**src/keyed_duration_statistics_table_top_macros.svh**
```systemverilog
// Assertion macros for the keyed duration statistics table RTL.
`ifndef KEYED_DURATION_STATISTICS_TABLE_TOP_MACROS_SVH
`define KEYED_DURATION_STATISTICS_TABLE_TOP_MACROS_SVH
`ifndef ASSERT_OFF
// Checked on every rising clock edge, switched off while reset is high.
`define KDST_ASSERT(label, clk, rst, prop, msg) \
   label: assert property (@(posedge clk) disable iff (rst) prop) else $error(msg);
// Checked on every rising clock edge, reset included.
`define KDST_ASSERT_ALWAYS(label, clk, prop, msg) \
   label: assert property (@(posedge clk) prop) else $error(msg);
`else
`define KDST_ASSERT(label, clk, rst, prop, msg)
`define KDST_ASSERT_ALWAYS(label, clk, prop, msg)
`endif
`endif

```
**src/kdst_pkg.sv**
```systemverilog
// Types, widths and codes shared by the keyed duration statistics table.
package kdst_pkg;

   localparam int TABLE_ENTRIES_DEFAULT = 1024;

   localparam int STATUS_W = 3;
   localparam int SLOT_W   = 10;
   localparam int ID_W     = 32;
   localparam int DUR_W    = 48;
   localparam int COUNT_W  = 32;
   localparam int TOTAL_W  = 64;
   localparam int KEY_W    = 2 * ID_W;

   localparam logic [COUNT_W-1:0] COUNT_MAX = '1;
   localparam logic [TOTAL_W-1:0] TOTAL_MAX = '1;

   localparam logic CMD_RECORD = 1'b0;
   localparam logic CMD_READ   = 1'b1;

   localparam logic [STATUS_W-1:0] ST_UPDATED    = 3'd0;
   localparam logic [STATUS_W-1:0] ST_INSERTED   = 3'd1;
   localparam logic [STATUS_W-1:0] ST_ZERO       = 3'd2;
   localparam logic [STATUS_W-1:0] ST_OFF        = 3'd3;
   localparam logic [STATUS_W-1:0] ST_FULL       = 3'd4;
   localparam logic [STATUS_W-1:0] ST_READ_OK    = 3'd5;
   localparam logic [STATUS_W-1:0] ST_READ_EMPTY = 3'd6;

   typedef struct packed {
      logic [COUNT_W-1:0] count;
      logic [TOTAL_W-1:0] total;
      logic [DUR_W-1:0]   least;
      logic [DUR_W-1:0]   greatest;
   } stat_type;

endpackage

```
**src/kdst_stat_update.sv**
```systemverilog
// Folds one duration into a slot's statistics: saturating count and total, min and max.
module kdst_stat_update (
   input  kdst_pkg::stat_type                old_stat,
   input  logic [kdst_pkg::DUR_W-1:0]        duration,
   output kdst_pkg::stat_type                new_stat
);

   logic [kdst_pkg::TOTAL_W:0] total_sum;

   assign total_sum = {1'b0, old_stat.total} + (kdst_pkg::TOTAL_W + 1)'(duration);

   always_comb begin
      new_stat = old_stat;
      if (old_stat.count != kdst_pkg::COUNT_MAX) begin
         new_stat.count = old_stat.count + 1'b1;
      end
      // A carry out of the total means it has passed all ones, so it sticks there.
      new_stat.total = total_sum[kdst_pkg::TOTAL_W] ? kdst_pkg::TOTAL_MAX
                                                    : total_sum[kdst_pkg::TOTAL_W-1:0];
      if (duration < old_stat.least) begin
         new_stat.least = duration;
      end
      if (duration > old_stat.greatest) begin
         new_stat.greatest = duration;
      end
   end

endmodule

```
**config.mk**
```make
export PLATFORM = sky130hd
export DESIGN_NAME = kdst_stat_update
export DESIGN_NICKNAME = d
export VERILOG_FILES = /design/src/keyed_duration_statistics_table_top_macros.svh /design/src/kdst_pkg.sv /design/src/kdst_stat_update.sv
export SDC_FILE = /design/constraint.sdc
export NUM_CORES = 1
export LEC_CHECK = 0
export ABC_AREA = 0
export BUFFER_PORTS_ARGS = -buffer_cell sky130_fd_sc_hd__buf_2
export CAP_MARGIN = 20
export CORE_AREA = 5 5 166 168
export DETAILED_ROUTE_END_ITERATION = 16
export DIE_AREA = 0 0 171 173
export MAX_ROUTING_LAYER = met4
export PLACE_DENSITY_LB_ADDON = 0.08
export SKIP_LAST_GASP = 1
export SLEW_MARGIN = 5
export SYNTH_ARGS = -nofsm -noshare
export SYNTH_HDL_FRONTEND = slang
export SYNTH_SLANG_ARGS = --single-unit
```
**constraint.sdc**
```tcl
create_clock -name vclk -period 3.2
set_input_delay 0.16 -clock vclk [all_inputs]
set_output_delay 0.16 -clock vclk [all_outputs]
set_load 0.05 [all_outputs]
```
---- Word-level counts from Yosys, hierarchy flattened ----
Index checks and enable logic that the tools add are counted.
operators by class
  add/subtract/negate cells ............... 2
  order comparisons ....................... 2
  eq/ne operators ......................... 1
  mux-type cells .......................... 4
operator list
  cell                   number
  $mux 48                2
  $add 64x48->65         1
  $mux 64                1
  $gt 48x48->1           1
  $lt 48x48->1           1
  $add 32x1->32 const B  1
  $mux 32                1
  $ne 32x32->1 const B   1
storage, ports and cells
  flip-flop bits (word level) ............. 0
  input bits .............................. 240

---- Logic depth before layout (Yosys ltp) ----
Gate-level depths: netlist of the first run.
  word-level depth ........................ 2
  depth in mapped cells ................... 13

---- Worst setup path after synthesis of the first run ----
Ideal clock, no wire load.
  path kind ............................... input-to-output
  start point ............................. input port old_stat[98] (netlist bit)
  end point ............................... output port new_stat[151] (netlist bit)
  arrival ................................. 3.194 ns
  path slack .............................. -0.154 ns
  cell stages on the path ................. 10
  path through ............................ ha_1 -> a21oi_2 -> a32oi_2 -> a31o_2 -> a2111oi_2 -> o211ai_2 -> nand3_1 -> and2_1 -> nor3_1 -> o21ai_0
RTL lines
  item         line                   text
  from (decl)  kdst_stat_update.sv:3  input kdst_pkg::stat_type old_stat,
  to (decl)    kdst_stat_update.sv:5  output kdst_pkg::stat_type new_stat

==> results.md, run 1 <==
- Outcome: finished clean
- Die Wd: 171 µm
- Net Sw Power: approximately 0.0023 W
- Most frequent CP cell: nand2b_4
- Area Growth Syn to Fin: 61.0%
- CP Data Arrival Time: 2980 ps
- Crit share post-route: 0.981
- Synth warnings: 0
- Critical path's slowest cell: ha_1
- Register share of total power: 0
- Pin count of the biggest net entering global routing: 28
- Area share of and/or/nand/nor cells after synthesis: 0.213
- Worst Path Max Fanout: 16
- First-pass GRT wire length: 51800 µm
- Die ar.: 29600 µm²
- Critical Path Start Type: input pin
- Die height: 173 µm
- Routability cong.: 0.900
- Clock power share: 0
- Share of cells above drive strength 1: 0.460
- Hold Path Class: input pin to primary output
- Placement Setup Slack: -374 ps
- Crit path largest cell delay: between 300 and 400 ps
- Yosys top cell by area: ha_1
- Avg WL per Cell: 18.3 µm
- Initial antenna violation count: 1
- Clock period minus worst slack: 3140 ps
- Most frequent cells in the layout: buf_2, ha_1, buf_4, nand2_1, inv_1
- GRT Total Usage: 0.218
- Core Rows: 59
- Crit Path Class: input pin to primary output
- Largest cells by area after synthesis: ha_1, mux2_2, a21o_1
- Routed vias/inst: between 5 and 6
- CP startpoint: duration[6]
- Pre-antenna DRT Iters: 5
- Total power: 0.00375 W
- Max cap viols: 0
- Fin. max-slew vios: 0
- Core area: 25800 µm²
- Final Hold Vio Count: 0
- # DRC: 0
- Syn Area/Cell: 7.31 µm²
- Post-Synth Adder-Cell Area: 0.240
- Switching Share: 0.617
- Starting density of the core: 0.295
- PD cells: 306 nW/µm²
- Combinational power share: 1.000
- Setup violators final: 0
- RSZ-0062 raised after global routing: true
- Port Buffers: 432
- I/O pin total: 432
- Xor/xnor share of the synthesized area: 0.0899
- Fillers: approximately 2700
- Internal power: 0.00143 W
- Number of sequential cells: 0
- Slew @ Worst Pin: 587 ps
- FF+latch area: 0 µm²
- Largest family of logic cells by synthesized area: adder cells
- Area fraction in compound gates after synthesis: 0.226
- Final ANT Viol Nets: 0
- Vias in the first global route: approximately 9700
- Final wirelength: 34500 µm
- Yosys cell types: 70
- WP data required: 3040 ps
- Synth top area share: 0.237
- Setup ws final: 62.2 ps
- # clk buffers: 0
- Endpoint type of the worst setup path: primary output
- Sequential share of the synthesized area: 0
- Dpl cells: about 1900
- CP cell instances: buf_2 > ha_1 > nand2_1 > a21oi_1 > nand3_1 > a21oi_4 > o21ai_4 > a2111oi_4 > nand2b_4 > buf_4 > nand2b_4 > buf_12 > o21ai_1 > buf_6
- Non-Filler Instances: 1886
- Highest clock rate: 319 MHz
- Commonest non-fill, non-tap cell in the layout: buf_2
- Detail Placement HPWL: 29500 µm
- Layout Nets: 1936
- Number of DRC markers in iteration 0: around 430
- WHS: 673 ps
- Relative slew slack: 0.604
- Overflow after GRT: 0
- Post-Syn Area: 7600 µm²
- Hold Buf Count CTS: 0
- Syn nets: about 1400
- Worst Setup EP: new_stat[142]
- Syn Inst Count: 1039
- Post-synthesis mux area share: 0.153
- Leak Pwr: 6.64 nW
- Vias: 9433
- VDD IR max: 0.000272 V
==> how the worst min path moves through the flow <==
stage,startpoint,endpoint,slack [ps],depth (start not counted)
after floorplan,old_stat[162],new_stat[162],590,1
after global placement,old_stat[172],new_stat[172],680,3
after detailed placement,old_stat[181],new_stat[181],680,3
after CTS,old_stat[181],new_stat[181],680,3
after global routing,old_stat[181],new_stat[181],690,3
final,old_stat[181],new_stat[181],670,3
==> power by group through the flow <==
stage | Combinational (W) | Clock [W] | Sequential (W)
2_1_floorplan | 0.00224 | 0 | 0
5_1_grt | 0.00398 | 0.0000000000418 | 0
3_3_place_gp | 0.00333 | 0 | 0
3_5_place_dp | 0.00333 | 0 | 0
6_report | 0.00375 | 0.0000000000838 | 0
4_1_cts | 0.00355 | 0 | 0
==> critical path, delay by kind of cell <==
| kind | cells | cell delay (ps) |
|---|---|---|
| adders and majority gates | 1 | 390 |
| AOI/OAI and AO/OA | 5 | 1160 |
| buffers and inverters | 4 | 650 |
| and+or+nand+nor | 4 | 600 |
==> Yosys cell counts (all sizes together), types with 6 or more instances <==
library cell	count
and2	6
nand2b	10
xor2	27
a21oi	77
buf	24
nand2	112
nor3	15
mux2	103
o21bai	9
nand3	39
clkbuf	12
and3	16
or3	7
o211ai	6
a211oi	6
nor2	44
inv	104
a21o	62
xnor2	51
ha	144
nand4	39
a31oi	8
o21a	8
o21ai	48
and4	7
==> cell families after synthesis <==
group,after synthesis
AO/OA/AOI/OAI,260
XOR/XNOR,78
multiplexers,103
adder cells (fa/ha/maj),145
buffers and inverters,140
AND/OR/NAND/NOR,313
==> metrics by stage <==
stage	TNS, ps	area, µm²	util
floorplan	0	7600	-
global placement	-25760	11000	0.427
detailed placement	-34150	11000	0.427
CTS	-1010	11600	0.448
global route	-1780	12200	0.475
finish	0	12200	0.475
==> metal layers <==
metal  vias up  track usage  part of all wire
met3        18       0.0158             0.050
met2       291        0.392              0.51
met4         0       0.0175            0.0088
met1      4304        0.276              0.44
met5         -            -                 0
li1       4820            -                 -
==> final cells by class <==
| cell class | instances | area [µm²] | share of cell area |
|---|---|---|---|
| Multi-Input combinational cell | 899 | 7480 | 0.612 |
| Inverter | 104 | 390 | 0.0319 |
| Timing Repair Buffer | 546 | 3930 | 0.322 |
| Antenna cell | 2 | 5.00 | 0.000409 |
| Tap cell | 335 | 419 | 0.0343 |
==> what timing repair did <==
item                                    CTS  global route
cloned                                    2             2
pin swaps                                 7            17
setup buffers                             4             3
endpoints found under the setup margin  160           160
resized for setup                       141           171
No activity file was read; power rests on OpenSTA's default activity.
==> run 2: changes to the inputs <==
--- a/config.mk
+++ b/config.mk
@@ -13,6 +13,7 @@
 export DIE_AREA = 0 0 171 173
 export MAX_ROUTING_LAYER = met4
 export PLACE_DENSITY_LB_ADDON = 0.08
+export RECOVER_POWER = 25
 export SKIP_LAST_GASP = 1
 export SLEW_MARGIN = 5
 export SYNTH_ARGS = -nofsm -noshare
==> run 2 against run 1 <==
Net effect:
- non-clock buffer count stayed put
- clock-buffer cell count stayed put
- critical path type unchanged
- sequential share of layout area stayed put
- global-route usage stayed put
- final area is 0.38% lower
- routed wire length hardly changed
- cell count hardly changed
- power is 0.14% lower
- flip-flop and latch count stayed put
- maximum frequency is 0.18% higher
- die area stayed put
- largest cell class unchanged
==> results.md, run 2 (same netlist as run 1, synthesis figures left out) <==
- Setup violators final: 0
- Final ANT Viol Nets: 0
- Die ar.: 29600 µm²
- Crit share post-route: 0.979
- Crit Path Class: input pin to primary output
- Routability cong.: 0.900
- CP Data Arrival Time: 2970 ps
- Commonest non-fill, non-tap cell in the layout: buf_2
- Pre-antenna DRT Iters: 5
- RSZ-0062 raised after global routing: true
- Starting density of the core: 0.295
- Fin. max-slew vios: 0
- Non-Filler Instances: roughly 1900
- Endpoint type of the worst setup path: primary output
- Worst Hold Depth: 3
- I/O pin total: 432
- Setup TNS: 0 ps
- Initial antenna violation count: 1
- # clk buffers: 0
- Core Rows: 59
- CP startpoint: duration[6]
- Outcome: finished clean
- Number of sequential cells: 0
- Number of DRC markers in iteration 0: ~470
- First-pass GRT wire length: 51800 µm
- Final Hold Vio Count: 0
- Max cap viols: 0
- VDD IR max: 0.000272 V
- Avg WL per Cell: 18.3 µm
- Clock period minus worst slack: ~3100 ps
- Die height: between 150 and 200 µm
- Pin count of the biggest net entering global routing: 28
- Leak Pwr: approximately 6.6 nW
- Hold Path Class: input pin to primary output
- Relative slew slack: 0.440
- Share of cells above drive strength 1: 0.449
- Dpl cells: 1873
- Overflow after GRT: 0
- Core area: between 20000 and 30000 µm²
- Die Wd: 171 µm
- FF+latch area: 0 µm²
- Worst Path Max Fanout: 16
- Hold Buf Count CTS: 0
- Vias in the first global route: between 9000 and 10000
- Most frequent cells in the layout: buf_2, ha_1, buf_4, nand2_1, inv_1
- WP data required: slightly above 3000 ps
- # DRC: 0
- Slew @ Worst Pin: 832 ps
- Hold_sp: old_stat[32]
- Area Growth Syn to Fin: 60.4%
- PD cells: 307 nW/µm²
- Vias: between 9000 and 10000
- GRT Total Usage: 0.218
- Final wirelength: 34500 µm
- Port Buffers: 432
- Highest clock rate: 319 MHz
- Critical Path Start Type: input pin
- Detail Placement HPWL: 29500 µm
- Routed vias/inst: about 5.0
- Layout Nets: 1936
[run 2: final timing paths]
path                   endpoint
setup / recovery  new_stat[142]
hold / removal     new_stat[32]
[run 2: final cells by class]
cell class / count / area [µm²]
repair buffers: 546 / 3920
diodes: 1 / 2.50
well taps: 335 / 419
inverters: 104 / 390
multi-input cells: 899 / 7450
fillers: 2699 / 13600
[run 2: per-stage QoR]
stage / utilization / power (W) / instance area [µm²] / hold slack [ps] / worst slack [ps]
2_1_floorplan: - / 0.00224 / 7600 / 592 / 18.0
3_3_place_gp: 0.427 / 0.00333 / 11000 / 675 / -339
3_5_place_dp: 0.427 / 0.00333 / 11000 / 677 / -374
4_1_cts: 0.448 / 0.00355 / 11600 / 676 / -52.1
5_1_grt: 0.473 / 0.00398 / 12200 / 702 / -79.7
6_report: 0.473 / 0.00374 / 12200 / 687 / 67.9
[run 2: timing repair]
| action | CTS | global route |
|---|---|---|
| gates resized for setup | 141 | 171 |
| buffers inserted | 4 | 3 |
| cloned | 2 | 2 |
| pin swaps | 7 | 17 |
| hold endpoints to repair | 0 | 0 |
| endpoints found under the setup margin | 160 | 160 |
[run 2: routing by layer]
layer	GRT usage	wire length, µm
met4	0.0175	324
met3	0.0158	1740
met2	0.392	17400
met1	0.276	15000
met5	-	0
[run 2: worst max-delay path: stages]
cell	delay [ps]
buf_2	140
ha_1	390
nand2_1	80
a21oi_1	350
nand3_1	200
a21oi_4	210
o21ai_4	100
a2111oi_4	370
nand2b_4	190
buf_4	120
nand2b_4	130
buf_12	200
o21ai_1	130
buf_6	190
[run 2: power by group]
| part | leakage [nW] | switching, W | internal [W] |
|---|---|---|---|
| logic | 6.58 | 0.00231 | 0.00143 |
| registers | 0 | 0 | 0 |
| clock network | 0.00000634 | 0 | 0.0000000000418 |
